==> config.mk <==
export PLATFORM = sky130hd
export DESIGN_NAME = pwm_melody_sequencer
export DESIGN_NICKNAME = d
export VERILOG_FILES = /design/src/rtl/pms_pkg.sv /design/src/rtl/pwm_melody_sequencer.sv /design/src/rtl/pms_ram.sv /design/src/rtl/pms_divider.sv
export VERILOG_INCLUDE_DIRS = /design/src /design/src/rtl
export SDC_FILE = /design/constraint.sdc
export NUM_CORES = 2
export LEC_CHECK = 0
export BUFFER_PORTS_ARGS = -buffer_cell sky130_fd_sc_hd__buf_2
export CORE_AREA = 2 2 545 547
export DETAILED_ROUTE_END_ITERATION = 10
export DIE_AREA = 0 0 547 549
export SYNTH_ARGS = -nofsm -noshare
export SYNTH_HDL_FRONTEND = slang
export SYNTH_SLANG_ARGS = --single-unit
==> constraint.sdc <==
create_clock -name i_clk -period 5.3 [get_ports i_clk]
set_input_delay 1.59 -clock i_clk [delete_from_list [all_inputs] [get_ports i_clk]]
set_output_delay 1.59 -clock i_clk [all_outputs]
set_load 0.02 [all_outputs]
==> src/rtl/pwm_melody_sequencer_assert.svh <==
// Assertion macros used by the sequencer RTL.
`ifndef PWM_MELODY_SEQUENCER_ASSERT_SVH
`define PWM_MELODY_SEQUENCER_ASSERT_SVH

`ifndef SYNTHESIS
`define PMS_ASSERT_IMP(label, clk, rst_n, cond, expr) \
    label: assert property (@(posedge clk) disable iff (!(rst_n)) (cond) |-> (expr)) \
        else $error("assertion failed");
`define PMS_ASSERT_NXT(label, clk, rst_n, cond, expr) \
    label: assert property (@(posedge clk) disable iff (!(rst_n)) (cond) |=> (expr)) \
        else $error("assertion failed");
`else
`define PMS_ASSERT_IMP(label, clk, rst_n, cond, expr)
`define PMS_ASSERT_NXT(label, clk, rst_n, cond, expr)
`endif

`endif

==> src/rtl/pms_pkg.sv <==
`timescale 1ns / 1ps

package pms_pkg;

    localparam int TABLE_DEPTH = 96;
    localparam int ADDR_W      = (TABLE_DEPTH > 1) ? $clog2(TABLE_DEPTH) : 1;
    localparam int ENTRY_W     = 32;

    localparam int                QUO_W   = $clog2(1000000 + 1);
    localparam int                CNT_W   = $clog2(QUO_W + 1);
    localparam logic [QUO_W-1:0]  TICK_HZ = QUO_W'(1000000);

    localparam logic [15:0] BEEP_DEFAULT_HZ = 16'd2304;
    localparam logic [16:0] PERIOD_MAX      = 17'd65536;
    localparam logic [16:0] PERIOD_MIN      = 17'd2;
    localparam logic [15:0] RELOAD_RESET    = 16'd999;

    localparam logic [1:0] CMD_TICK = 2'd0;
    localparam logic [1:0] CMD_LOAD = 2'd1;
    localparam logic [1:0] CMD_PLAY = 2'd2;
    localparam logic [1:0] CMD_BEEP = 2'd3;

    localparam logic [1:0] WR_NONE = 2'd0;
    localparam logic [1:0] WR_REST = 2'd1;
    localparam logic [1:0] WR_TONE = 2'd2;

    typedef struct packed {
        logic        start;
        logic [15:0] divisor;
    } t_div_req;

    typedef struct packed {
        logic             done;
        logic [QUO_W-1:0] quotient;
    } t_div_rsp;

endpackage

==> src/rtl/pwm_melody_sequencer.sv <==
// Channel   Handshake           Payload
// input     i_valid / o_ready   i_command, i_now_ms, i_note_index, i_note_freq,
//                               i_note_dur, i_note_count
// output    o_valid / i_ready   o_timer_write, o_reload_value, o_compare_value,
//                               o_playing
//
// A load or a tick without a note change goes straight to the done state; a rest
// may pass the read and tone states first. A new tone waits on the bit-per-cycle divider.
// Reset clears the player state; the note table is not cleared.
// A new item is taken while a result waits; it completes once that result leaves.
`timescale 1ns / 1ps

`include "pwm_melody_sequencer_assert.svh"

module pwm_melody_sequencer
    import pms_pkg::*;
(
    input  logic        i_clk,
    input  logic        i_rst_n,
    input  logic        i_valid,
    output logic        o_ready,
    input  logic [1:0]  i_command,
    input  logic [31:0] i_now_ms,
    input  logic [6:0]  i_note_index,
    input  logic [15:0] i_note_freq,
    input  logic [15:0] i_note_dur,
    input  logic [7:0]  i_note_count,
    output logic        o_valid,
    input  logic        i_ready,
    output logic [1:0]  o_timer_write,
    output logic [15:0] o_reload_value,
    output logic [15:0] o_compare_value,
    output logic        o_playing
);

    localparam logic [2:0] S_IDLE = 3'd0;
    localparam logic [2:0] S_READ = 3'd1;
    localparam logic [2:0] S_TONE = 3'd2;
    localparam logic [2:0] S_DIV  = 3'd3;
    localparam logic [2:0] S_DONE = 3'd4;

    logic [2:0]  r_state, n_state;
    logic        r_active, n_active;
    logic [7:0]  r_notes, n_notes;
    logic [7:0]  r_pos, n_pos;
    logic [31:0] r_last, n_last;
    logic [31:0] r_end, n_end;
    logic [15:0] r_reload, n_reload;
    logic [15:0] r_compare, n_compare;
    logic [15:0] r_freq, n_freq;
    logic [1:0]  r_write, n_write;
    logic        r_o_valid, n_o_valid;
    logic [1:0]  r_o_write, n_o_write;
    logic [15:0] r_o_reload, n_o_reload;
    logic [15:0] r_o_compare, n_o_compare;
    logic        r_o_playing, n_o_playing;

    logic               ram_we;
    logic [ADDR_W-1:0]  ram_waddr;
    logic [ENTRY_W-1:0] ram_wdata;
    logic [ADDR_W-1:0]  ram_raddr;
    logic [ENTRY_W-1:0] ram_rdata;
    t_div_req           div_req;
    t_div_rsp           div_rsp;

    logic [7:0]  new_pos;
    logic [31:0] tick_diff;
    logic        melody_over;
    logic [7:0]  index_ext;
    logic [15:0] beep_freq;
    logic [16:0] period;
    logic [16:0] period_m1;

    pms_ram #(
        .WIDTH(ENTRY_W),
        .DEPTH(TABLE_DEPTH),
        .AW   (ADDR_W)
    ) u_table (
        .i_clk  (i_clk),
        .i_we   (ram_we),
        .i_waddr(ram_waddr),
        .i_wdata(ram_wdata),
        .i_raddr(ram_raddr),
        .o_rdata(ram_rdata)
    );

    pms_divider u_divider (
        .i_clk  (i_clk),
        .i_rst_n(i_rst_n),
        .i_req  (div_req),
        .o_rsp  (div_rsp)
    );

    assign o_ready = (r_state == S_IDLE);

    always_comb begin
        new_pos     = r_pos + 8'd1;
        tick_diff   = i_now_ms - r_end;
        melody_over = ({1'b0, new_pos} >= {1'b0, r_notes}) ||
                      ({1'b0, new_pos} >= 9'(TABLE_DEPTH));
        index_ext   = {1'b0, i_note_index};
        beep_freq   = (i_note_freq == 16'd0) ? BEEP_DEFAULT_HZ : i_note_freq;

        if ({3'd0, div_rsp.quotient} < 23'(PERIOD_MIN)) begin
            period = PERIOD_MIN;
        end else if ({3'd0, div_rsp.quotient} > 23'(PERIOD_MAX)) begin
            period = PERIOD_MAX;
        end else begin
            period = div_rsp.quotient[16:0];
        end
        period_m1 = period - 17'd1;

        ram_we    = 1'b0;
        ram_waddr = (i_command == CMD_BEEP) ? '0 : index_ext[ADDR_W-1:0];
        ram_wdata = (i_command == CMD_BEEP) ? {beep_freq, i_note_dur}
                                            : {i_note_freq, i_note_dur};
        ram_raddr = (i_command == CMD_PLAY) ? '0 : new_pos[ADDR_W-1:0];

        div_req.start   = 1'b0;
        div_req.divisor = r_freq;

        n_state     = r_state;
        n_active    = r_active;
        n_notes     = r_notes;
        n_pos       = r_pos;
        n_last      = r_last;
        n_end       = r_end;
        n_reload    = r_reload;
        n_compare   = r_compare;
        n_freq      = r_freq;
        n_write     = r_write;
        n_o_valid   = r_o_valid;
        n_o_write   = r_o_write;
        n_o_reload  = r_o_reload;
        n_o_compare = r_o_compare;
        n_o_playing = r_o_playing;

        if (i_ready) begin
            n_o_valid = 1'b0;
        end

        case (r_state)
            S_IDLE: begin
                if (i_valid) begin
                    n_write = WR_NONE;
                    n_state = S_DONE;
                    case (i_command)
                        CMD_TICK: begin
                            n_last = i_now_ms;
                            if (r_active && !tick_diff[31]) begin
                                n_pos = new_pos;
                                if (melody_over) begin
                                    n_compare = 16'd0;
                                    n_write   = WR_REST;
                                    n_active  = 1'b0;
                                end else begin
                                    n_state = S_READ;
                                end
                            end
                        end
                        CMD_LOAD: begin
                            if (index_ext < 8'(TABLE_DEPTH)) begin
                                ram_we = 1'b1;
                            end
                        end
                        CMD_PLAY: begin
                            if (i_note_count == 8'd0) begin
                                n_compare = 16'd0;
                                n_write   = WR_REST;
                                n_active  = 1'b0;
                            end else begin
                                n_notes  = ({1'b0, i_note_count} > 9'(TABLE_DEPTH))
                                           ? 8'(TABLE_DEPTH) : i_note_count;
                                n_pos    = 8'd0;
                                n_active = 1'b1;
                                n_state  = S_READ;
                            end
                        end
                        CMD_BEEP: begin
                            if (i_note_dur != 16'd0) begin
                                ram_we   = 1'b1;
                                n_notes  = 8'd1;
                                n_pos    = 8'd0;
                                n_active = 1'b1;
                                n_end    = r_last + {16'd0, i_note_dur};
                                n_freq   = beep_freq;
                                n_state  = S_TONE;
                            end
                        end
                        default: begin
                            n_state = S_DONE;
                        end
                    endcase
                end
            end
            S_READ: begin
                n_end   = r_last + {16'd0, ram_rdata[15:0]};
                n_freq  = ram_rdata[31:16];
                n_state = S_TONE;
            end
            S_TONE: begin
                if (r_freq == 16'd0) begin
                    n_compare = 16'd0;
                    n_write   = WR_REST;
                    n_state   = S_DONE;
                end else begin
                    div_req.start = 1'b1;
                    n_state       = S_DIV;
                end
            end
            S_DIV: begin
                if (div_rsp.done) begin
                    n_reload  = period_m1[15:0];
                    n_compare = period[16:1];
                    n_write   = WR_TONE;
                    n_state   = S_DONE;
                end
            end
            S_DONE: begin
                if (!r_o_valid || i_ready) begin
                    n_o_valid   = 1'b1;
                    n_o_write   = r_write;
                    n_o_reload  = r_reload;
                    n_o_compare = r_compare;
                    n_o_playing = r_active;
                    n_state     = S_IDLE;
                end
            end
            default: begin
                n_state = S_IDLE;
            end
        endcase
    end

    always_ff @(posedge i_clk) begin
        if (!i_rst_n) begin
            r_state   <= S_IDLE;
            r_active  <= 1'b0;
            r_notes   <= 8'd0;
            r_pos     <= 8'd0;
            r_last    <= 32'd0;
            r_end     <= 32'd0;
            r_reload  <= RELOAD_RESET;
            r_compare <= 16'd0;
            r_o_valid <= 1'b0;
        end else begin
            r_state   <= n_state;
            r_active  <= n_active;
            r_notes   <= n_notes;
            r_pos     <= n_pos;
            r_last    <= n_last;
            r_end     <= n_end;
            r_reload  <= n_reload;
            r_compare <= n_compare;
            r_o_valid <= n_o_valid;
        end
        r_freq      <= n_freq;
        r_write     <= n_write;
        r_o_write   <= n_o_write;
        r_o_reload  <= n_o_reload;
        r_o_compare <= n_o_compare;
        r_o_playing <= n_o_playing;
    end

    assign o_valid         = r_o_valid;
    assign o_timer_write   = r_o_write;
    assign o_reload_value  = r_o_reload;
    assign o_compare_value = r_o_compare;
    assign o_playing       = r_o_playing;

    // An accepted transfer leaves the block busy in the cycle after it.
    `PMS_ASSERT_NXT(a_accept_busy, i_clk, i_rst_n, i_valid && o_ready, r_state != S_IDLE)
    // A tone is only computed for an active melody or beep.
    `PMS_ASSERT_IMP(a_div_active, i_clk, i_rst_n, r_state == S_DIV, r_active)
    // While playing, the position stays inside the melody.
    `PMS_ASSERT_IMP(a_pos_range, i_clk, i_rst_n, r_active, r_pos < r_notes)

endmodule

==> src/rtl/pms_ram.sv <==
`timescale 1ns / 1ps

module pms_ram #(
    parameter int WIDTH = 32,
    parameter int DEPTH = 96,
    parameter int AW    = (DEPTH > 1) ? $clog2(DEPTH) : 1
) (
    input  logic             i_clk,
    input  logic             i_we,
    input  logic [AW-1:0]    i_waddr,
    input  logic [WIDTH-1:0] i_wdata,
    input  logic [AW-1:0]    i_raddr,
    output logic [WIDTH-1:0] o_rdata
);

    logic [WIDTH-1:0] r_mem [DEPTH];
    logic [WIDTH-1:0] r_rdata;

    always_ff @(posedge i_clk) begin
        if (i_we) begin
            r_mem[i_waddr] <= i_wdata;
        end
        r_rdata <= r_mem[i_raddr];
    end

    assign o_rdata = r_rdata;

endmodule

==> src/rtl/pms_divider.sv <==
`timescale 1ns / 1ps

module pms_divider
    import pms_pkg::*;
(
    input  logic     i_clk,
    input  logic     i_rst_n,
    input  t_div_req i_req,
    output t_div_rsp o_rsp
);

    logic [15:0]      r_rem, n_rem;
    logic [QUO_W-1:0] r_quo, n_quo;
    logic [15:0]      r_div, n_div;
    logic [CNT_W-1:0] r_cnt, n_cnt;
    logic             r_done, n_done;
    logic [16:0]      shifted;
    logic [16:0]      diff;

    always_comb begin
        shifted = {r_rem, r_quo[QUO_W-1]};
        diff    = shifted - {1'b0, r_div};
        n_rem   = r_rem;
        n_quo   = r_quo;
        n_div   = r_div;
        n_cnt   = r_cnt;
        n_done  = 1'b0;
        if (i_req.start) begin
            n_rem = 16'd0;
            n_quo = TICK_HZ;
            n_div = i_req.divisor;
            n_cnt = CNT_W'(QUO_W);
        end else if (r_cnt != '0) begin
            if (shifted >= {1'b0, r_div}) begin
                n_rem = diff[15:0];
                n_quo = {r_quo[QUO_W-2:0], 1'b1};
            end else begin
                n_rem = shifted[15:0];
                n_quo = {r_quo[QUO_W-2:0], 1'b0};
            end
            n_cnt = r_cnt - CNT_W'(1);
            if (r_cnt == CNT_W'(1)) begin
                n_done = 1'b1;
            end
        end
    end

    always_ff @(posedge i_clk) begin
        if (!i_rst_n) begin
            r_cnt  <= '0;
            r_done <= 1'b0;
        end else begin
            r_cnt  <= n_cnt;
            r_done <= n_done;
        end
        r_rem <= n_rem;
        r_quo <= n_quo;
        r_div <= n_div;
    end

    assign o_rsp.done     = r_done;
    assign o_rsp.quotient = r_quo;

endmodule
# ---- Word level (Yosys, flattened, before mapping)
# Memory sizes are Yosys's and may differ from the RTL's. A register that Yosys moved wholly into a read port is not among the register bits.
# Cells that the tools add are included.
dict set report op_classes {
  n_bitwise 2
  muxes 70
  n_reduce_logical 29
  n_eq_ne 22
  n_lt_le_gt_ge 7
  add_sub_neg 7
}
# op count
set ops {}
lappend ops {{$mux W16} 11}
lappend ops {{$mux W32} 4}
lappend ops {{$add A32 B16 Y32} 2}
lappend ops {{$pmux W16 S2} 2}
lappend ops {{$pmux W32 S2} 1}
lappend ops {{$mux W8} 6}
lappend ops {{$pmux W16 S3} 1}
lappend ops {{$mux W17} 2}
lappend ops {{$logic_not A16 Y1} 2}
lappend ops {{$sub A32 B32 Y32} 1}
lappend ops {{$mux W3} 8}
lappend ops {{$pmux W8 S3} 1}
lappend ops {{$gt A20 B17 Y1 const B} 1}
lappend ops {{$lt A20 B2 Y1 const B} 1}
lappend ops {{$mux W1} 20}
lappend ops {{$ge A17 B16 Y1} 1}
lappend ops {{$pmux W8 S2} 1}
lappend ops {{$reduce_bool A16 Y1} 1}
lappend ops {{$sub A16 B1 Y16 const B} 1}
lappend ops {{$sub A16 B16 Y16} 1}
lappend ops {{$pmux W3 S5} 1}
lappend ops {{$mux W7} 2}
lappend ops {{$ne A2 B2 Y1 const B} 6}
lappend ops {{$reduce_and A6 Y1} 2}
lappend ops {{39 further kinds} 58}
dict set report word_totals {
  out_inout_bits 37
  ram_bits 3072
  wordCells 159
  regBits 228
  inputBits 85
  memories 1
}
# memory words width read_ports rd_ports_with_merged_regs wr line
set memory_table {}
lappend memory_table {u_table.r_mem 96 32 1 1 1 pms_ram.sv:16} ;# logic [WIDTH-1:0] r_mem [DEPTH];

# ---- Logic depth before layout (Yosys ltp)
dict set report depth {
  word_depth 8
  depth_mapped 14
  ltp_nobuf 12
}

# ---- By module
# Synthesis repeated with hierarchy kept, for this count alone.
dict set report unflattened {
  cells_unflattened 6681
  area_unflattened_um2 130734.1
}
# module instances cells_each area_per_inst_um2 seq_area_each_um2
set by_module_without_submodules {}
lappend by_module_without_submodules {pms_ram 1 5279 118296.0 92889.1}
lappend by_module_without_submodules {pwm_melody_sequencer 1 1033 9228.9 3933.8}
lappend by_module_without_submodules {pms_divider 1 369 3209.3 1321.3}

# ---- Least setup slack after synthesis
# No wires, ideal clock.
dict set report synth_path {
  path_type {in2reg}
  startpoint {in i_command[1]}
  endpoint {mem u_table.r_mem[56][0], enable pin}
  t_arrival_ps 4071
  path_buffers 2
  setup_time_ps 421
  required_ps 4879
  cell_stages 6
  setup_slack_ps 808
  path_cell_list {clkbuf_1 -> and2_1 -> clkbuf_1 -> nor3b_1 -> nand3_1 -> nor2_1}
}
dict set report synth_via {
  elab_chain_len 6
  elab_cells_between_ends 8
  cone_classes {2 x eq/ne; 6 x mux}
}
# element line
set synth_rtl {}
lappend synth_rtl {{start: declaration} pwm_melody_sequencer.sv:22} ;# input logic [1:0] i_command,
lappend synth_rtl {{$eq A2 B2 Y1 / $eq A2 B1 Y1 (equally long branches)} {pwm_melody_sequencer.sv:114, pwm_melody_sequencer.sv:147}}
lappend synth_rtl {{$pmux W1 S2} pwm_melody_sequencer.sv:147} ;# case (i_command)
lappend synth_rtl {{$mux W1} pwm_melody_sequencer.sv:144} ;# if (i_valid) begin
lappend synth_rtl {{$mux W1} pwm_melody_sequencer.sv:142} ;# case (r_state)
lappend synth_rtl {{$mux W1} pms_ram.sv:20} ;# if (i_we) begin
lappend synth_rtl {{$mux W1 (not written as such)} pms_ram.sv:21} ;# r_mem[i_waddr] <= i_wdata;
lappend synth_rtl {{end: declaration} pms_ram.sv:16}
# Several ways; a longest one is shown, not always the timed one.

# ---- Worst setup path after layout
dict set report layout_path {
  startpoint {reg r_pos[0]}
  endpoint {reg u_table.r_rdata[7], in the netlist u_table.o_rdata[7] (read register of u_table.r_mem)}
}
dict set report layout_via {
  elab_chain_len 2
}
# element line
set layout_rtl {}
lappend layout_rtl {{start: declaration} pwm_melody_sequencer.sv:45} ;# logic [7:0] r_pos, n_pos;
lappend layout_rtl {{start signal: assignment} pwm_melody_sequencer.sv:250} ;# r_pos <= n_pos;
lappend layout_rtl {{$add A8 B1 Y8} pwm_melody_sequencer.sv:97} ;# new_pos = r_pos + 8'd1;
lappend layout_rtl {{$mux W7} pwm_melody_sequencer.sv:117} ;# ram_raddr = (i_command == CMD_PLAY) ? '0 : new_pos[ADDR_W-1:0];
lappend layout_rtl {{end: declaration} pms_ram.sv:17} ;# logic [WIDTH-1:0] r_rdata;
# Every way passes these cells.
# A chain may end at the register's enable or synchronous reset.

==> results.cfg <==
[yosys]
ys_seq_area_frac = 0.743
synth_fp_nets = 9293
netlist_instances = 9132
yosys_most_used_dff = edfxtp_1
synth-edff-count = 3141
synth.distinct_cells = 84
ys_async_sr_fraction = 0
syn_area_per_cell_um2 = 14.5
netlist_area_um2 = 132000
ys_ff_latch = 3332
yosysWarnings = 0

[sta]
rsz0062_at_grt = false
worstMarginPinSlew_ps = 1510
timing_hold_violations_final = 0
min_period_over_period = 0.964
setup_viol = 0
setup_slack_ps = 193
slew_headroom = -0.0242
finalClockSkew_ps = 77.5
slew_viol_final = 4
fmax_mhz = 196
layout_min_cycle_time_ps = 5110

[pwr]
p_seq_frac = 0.507
power_density_nw_per_um2 = 377
pwr-share-comb = 0.072
swShare = 0.234
clockPowerShare = 0.421
p_int_mw = 44.4
p_switching_mw = 13.6
ir_worst_vdd_uv = 316
leakage_nw = 49.8

[drt]
drtAntennaViolNets = 0
drcViolationCount = 0
finalWirelength_um = 447000
wl_per_cell_um = 32.5
drt_iter0_drc = 14498
first_pass_iters = 8
vias = 88127
routed_via_density = 6.40

[setup_path]
worstPathRequired_ps = 6160
crit_family = compound AO/OA/AOI/OAI gates
slowest_delay_ps = 1130
start_kind = flip-flop
crit_slowest_cell = o21ai_0
worst-path-buf-inv = 3
crit_type = flip-flop to flip-flop
crit_chain = ha_1 -> nand2_1 -> o21ai_0 -> a21oi_2 -> nor2_1 -> buf_4 -> nand2_1 -> buf_4 -> o21ai_0 -> o21ai_0 -> buf_4 -> nand4_1
cp.arrival_ps = 5960
critical_path_peak_fanout = 18
end_kind = flip-flop

[die]
start_util = 0.448
io_pins = 122
dieArea_um2 = 300000
die_h_um = 549
core_um2 = 295000
std_cell_rows = 200
die_w_um = 547

[clock_tree]
cts_sinks = 3332
clk_pin_slew_ps = 60
ctsHoldBuffers = 0
cts_tree = done
htreeDepth = 5
cts_buffer_depth = 4
postCtsSetupBuffers = 0
cts_made_buffers = 348
cts_root_buffer = clkbuf_16
ctsResizeCount = 0
clk_latency_ps = 950

[grt]
gr-total-overflow = 0
grt_use_total = 0.289
grt_pass1_wl_um = 624000
first_global_vias = 83212
antenna_found_initial = 60
grt_max_degree = 107

[cells_and_area]
fill_cells = 23980
design_area_um2 = 154000
fin_util = 0.521
syn_to_final_growth_pct = 16.4
final_layout_size_suffix_gt1_frac = 0.150
multi_input_area_um2 = 31800
seqCellArea_um2 = 98100
final_nets = 9677

[flow_run]
maxCapViolCount = 3

[place]
port_buffers = 121
gp_routability_congestion = 0.960
hpwl_um = 264000
post_dp_cell_area_um2 = 142000
dp_slack_ps = -65.0

[worst_hold_path]
hold_class = flip-flop to flip-flop

[status]
failed_checks = capacitance limit, slew limit
status = complete, but fails checks
==> cell usage in the layout (no fill, tap or decap), drive strengths merged, types with 15 or more instances in the layout <==
master  synthesis  final
a211oi         94     94
a21o           25     25
a21oi         351    351
a221oi         17     17
a311oi        270    270
a31oi         130    130
and2           16     16
and3          101    101
buf           254    709
bufinv          0     34
clkbuf        419    429
clkinv          3    146
dfxtp         191    191
diode           0     21
edfxtp       3141   3141
ha             74     74
inv            74     92
mux2           46     46
mux2i         244    244
mux4           65     65
nand2        1336   1336
nand3         290    290
nand4          25     25
nor2          234    234
nor2b          15     15
nor3          107    107
nor4           31     31
o211ai        193    193
o21ai         356    356
o221ai        132    132
o22ai         426    426
o31ai          21     21
or3           225    225
xnor2          23     23
xor2           16     16
==> metal layers <==
layer | wire length (µm) | up-vias | global-route usage | part of all wire
li1 | - | 36681 | - | -
met1 | 170000 | 44514 | 0.397 | 0.38
met2 | 197000 | 5928 | 0.435 | 0.44
met3 | 54600 | 978 | 0.0658 | 0.12
met4 | 24500 | 26 | 0.143 | 0.055
met5 | 218 | - | 0.000158 | 0.00049
==> logic make-up after synthesis <==
kind of cell / after synthesis / synth area share
adders and majority gates: 76 / 0.00731
AOI/OAI and AO/OA: 2143 / 0.108
xor gates and xnor gates: 39 / 0.00264
and+or+nand+nor: 2435 / 0.0824
muxes: 355 / 0.0335
DFF: 3332 / 0.743
buffers and inverters: 752 / 0.0229
==> synth_stat cells (17+ instances only) <==
| cell type | n | area, µm² |
|---|---|---|
| a221oi_1 | 17 | 149 |
| o31ai_1 | 21 | 158 |
| a21oi_1 | 351 | 1760 |
| or3_1 | 224 | 1400 |
| and3_1 | 101 | 632 |
| buf_1 | 125 | 469 |
| nor2_1 | 234 | 878 |
| a211oi_1 | 94 | 706 |
| o221ai_1 | 132 | 1160 |
| a311oi_1 | 270 | 2360 |
| clkbuf_1 | 419 | 1570 |
| dfxtp_1 | 191 | 3820 |
| mux2_2 | 44 | 495 |
| o211ai_1 | 193 | 1450 |
| ha_1 | 74 | 926 |
| buf_2 | 122 | 611 |
| mux2i_1 | 244 | 2440 |
| nand4_1 | 25 | 156 |
| o22ai_1 | 426 | 2670 |
| nor3_1 | 106 | 531 |
| nand3_1 | 290 | 1450 |
| a31oi_1 | 130 | 813 |
| nand2_1 | 1335 | 5010 |
| o21ai_0 | 341 | 1710 |
| edfxtp_1 | 3141 | 94300 |
| mux4_2 | 65 | 1460 |
| inv_1 | 71 | 267 |
| nor4_1 | 31 | 194 |
| a21o_1 | 25 | 188 |
| xnor2_1 | 22 | 193 |
==> state kept, by name, indices dropped and copies added, names as in the netlist, 2 cells and up <==
name             flops
u_table.r_mem     3072
r_end               32
r_last              32
u_table.o_rdata     32
u_divider.r_quo     20
o_compare_value     16
o_reload_value      16
r_compare           16
r_freq              16
r_reload            16
u_divider.r_div     16
u_divider.r_rem     16
r_notes              8
r_pos                8
u_divider.r_cnt      5
r_state              3
o_timer_write        2
r_write              2
==> power groups by stage <==
stage               Combinational (mW)  Clock (mW)  Sequential, mW
global route                      4.51        25.6            29.4
detailed placement                4.11           0            29.9
global placement                  4.03           0            29.9
finish                            4.20        24.4            29.4
CTS                               4.13        24.6            29.3
floorplan                         2.51           0            29.8
==> final timing paths <==
path                                     from                   to  slack, ps  depth (start not counted)
worst max-delay path                 r_pos[0]   u_table.o_rdata[7]        190                         12
worst min-delay path            r_compare[13]  o_compare_value[13]        430                          0
worst max register to register       r_pos[0]   u_table.o_rdata[7]        190                         12
worst min register to register  r_compare[13]  o_compare_value[13]        430                          0
==> metrics by stage <==
stage                     hold slack, ps  power (mW)  std cells  setup TNS, ps
after CTS                            429        58.1      13739              0
after global routing                 442        59.5      13748              0
final                                429        58.0      13760              0
after global placement               414        33.9      13104           -156
after floorplan                      400        32.3       9132              0
after detailed placement             415        34.0      13105           -173
==> cell type report <==
type                       count  area share
sequential                  3332       0.638
multi-input combinational   5048       0.207
clock buffer                 429      0.0595
timing repair buffer         709      0.0466
tap                         3939      0.0321
clock inverter               205      0.0140
inverter                      77     0.00193
antenna                       21    0.000342
Power figures use the tool's default switching activity.
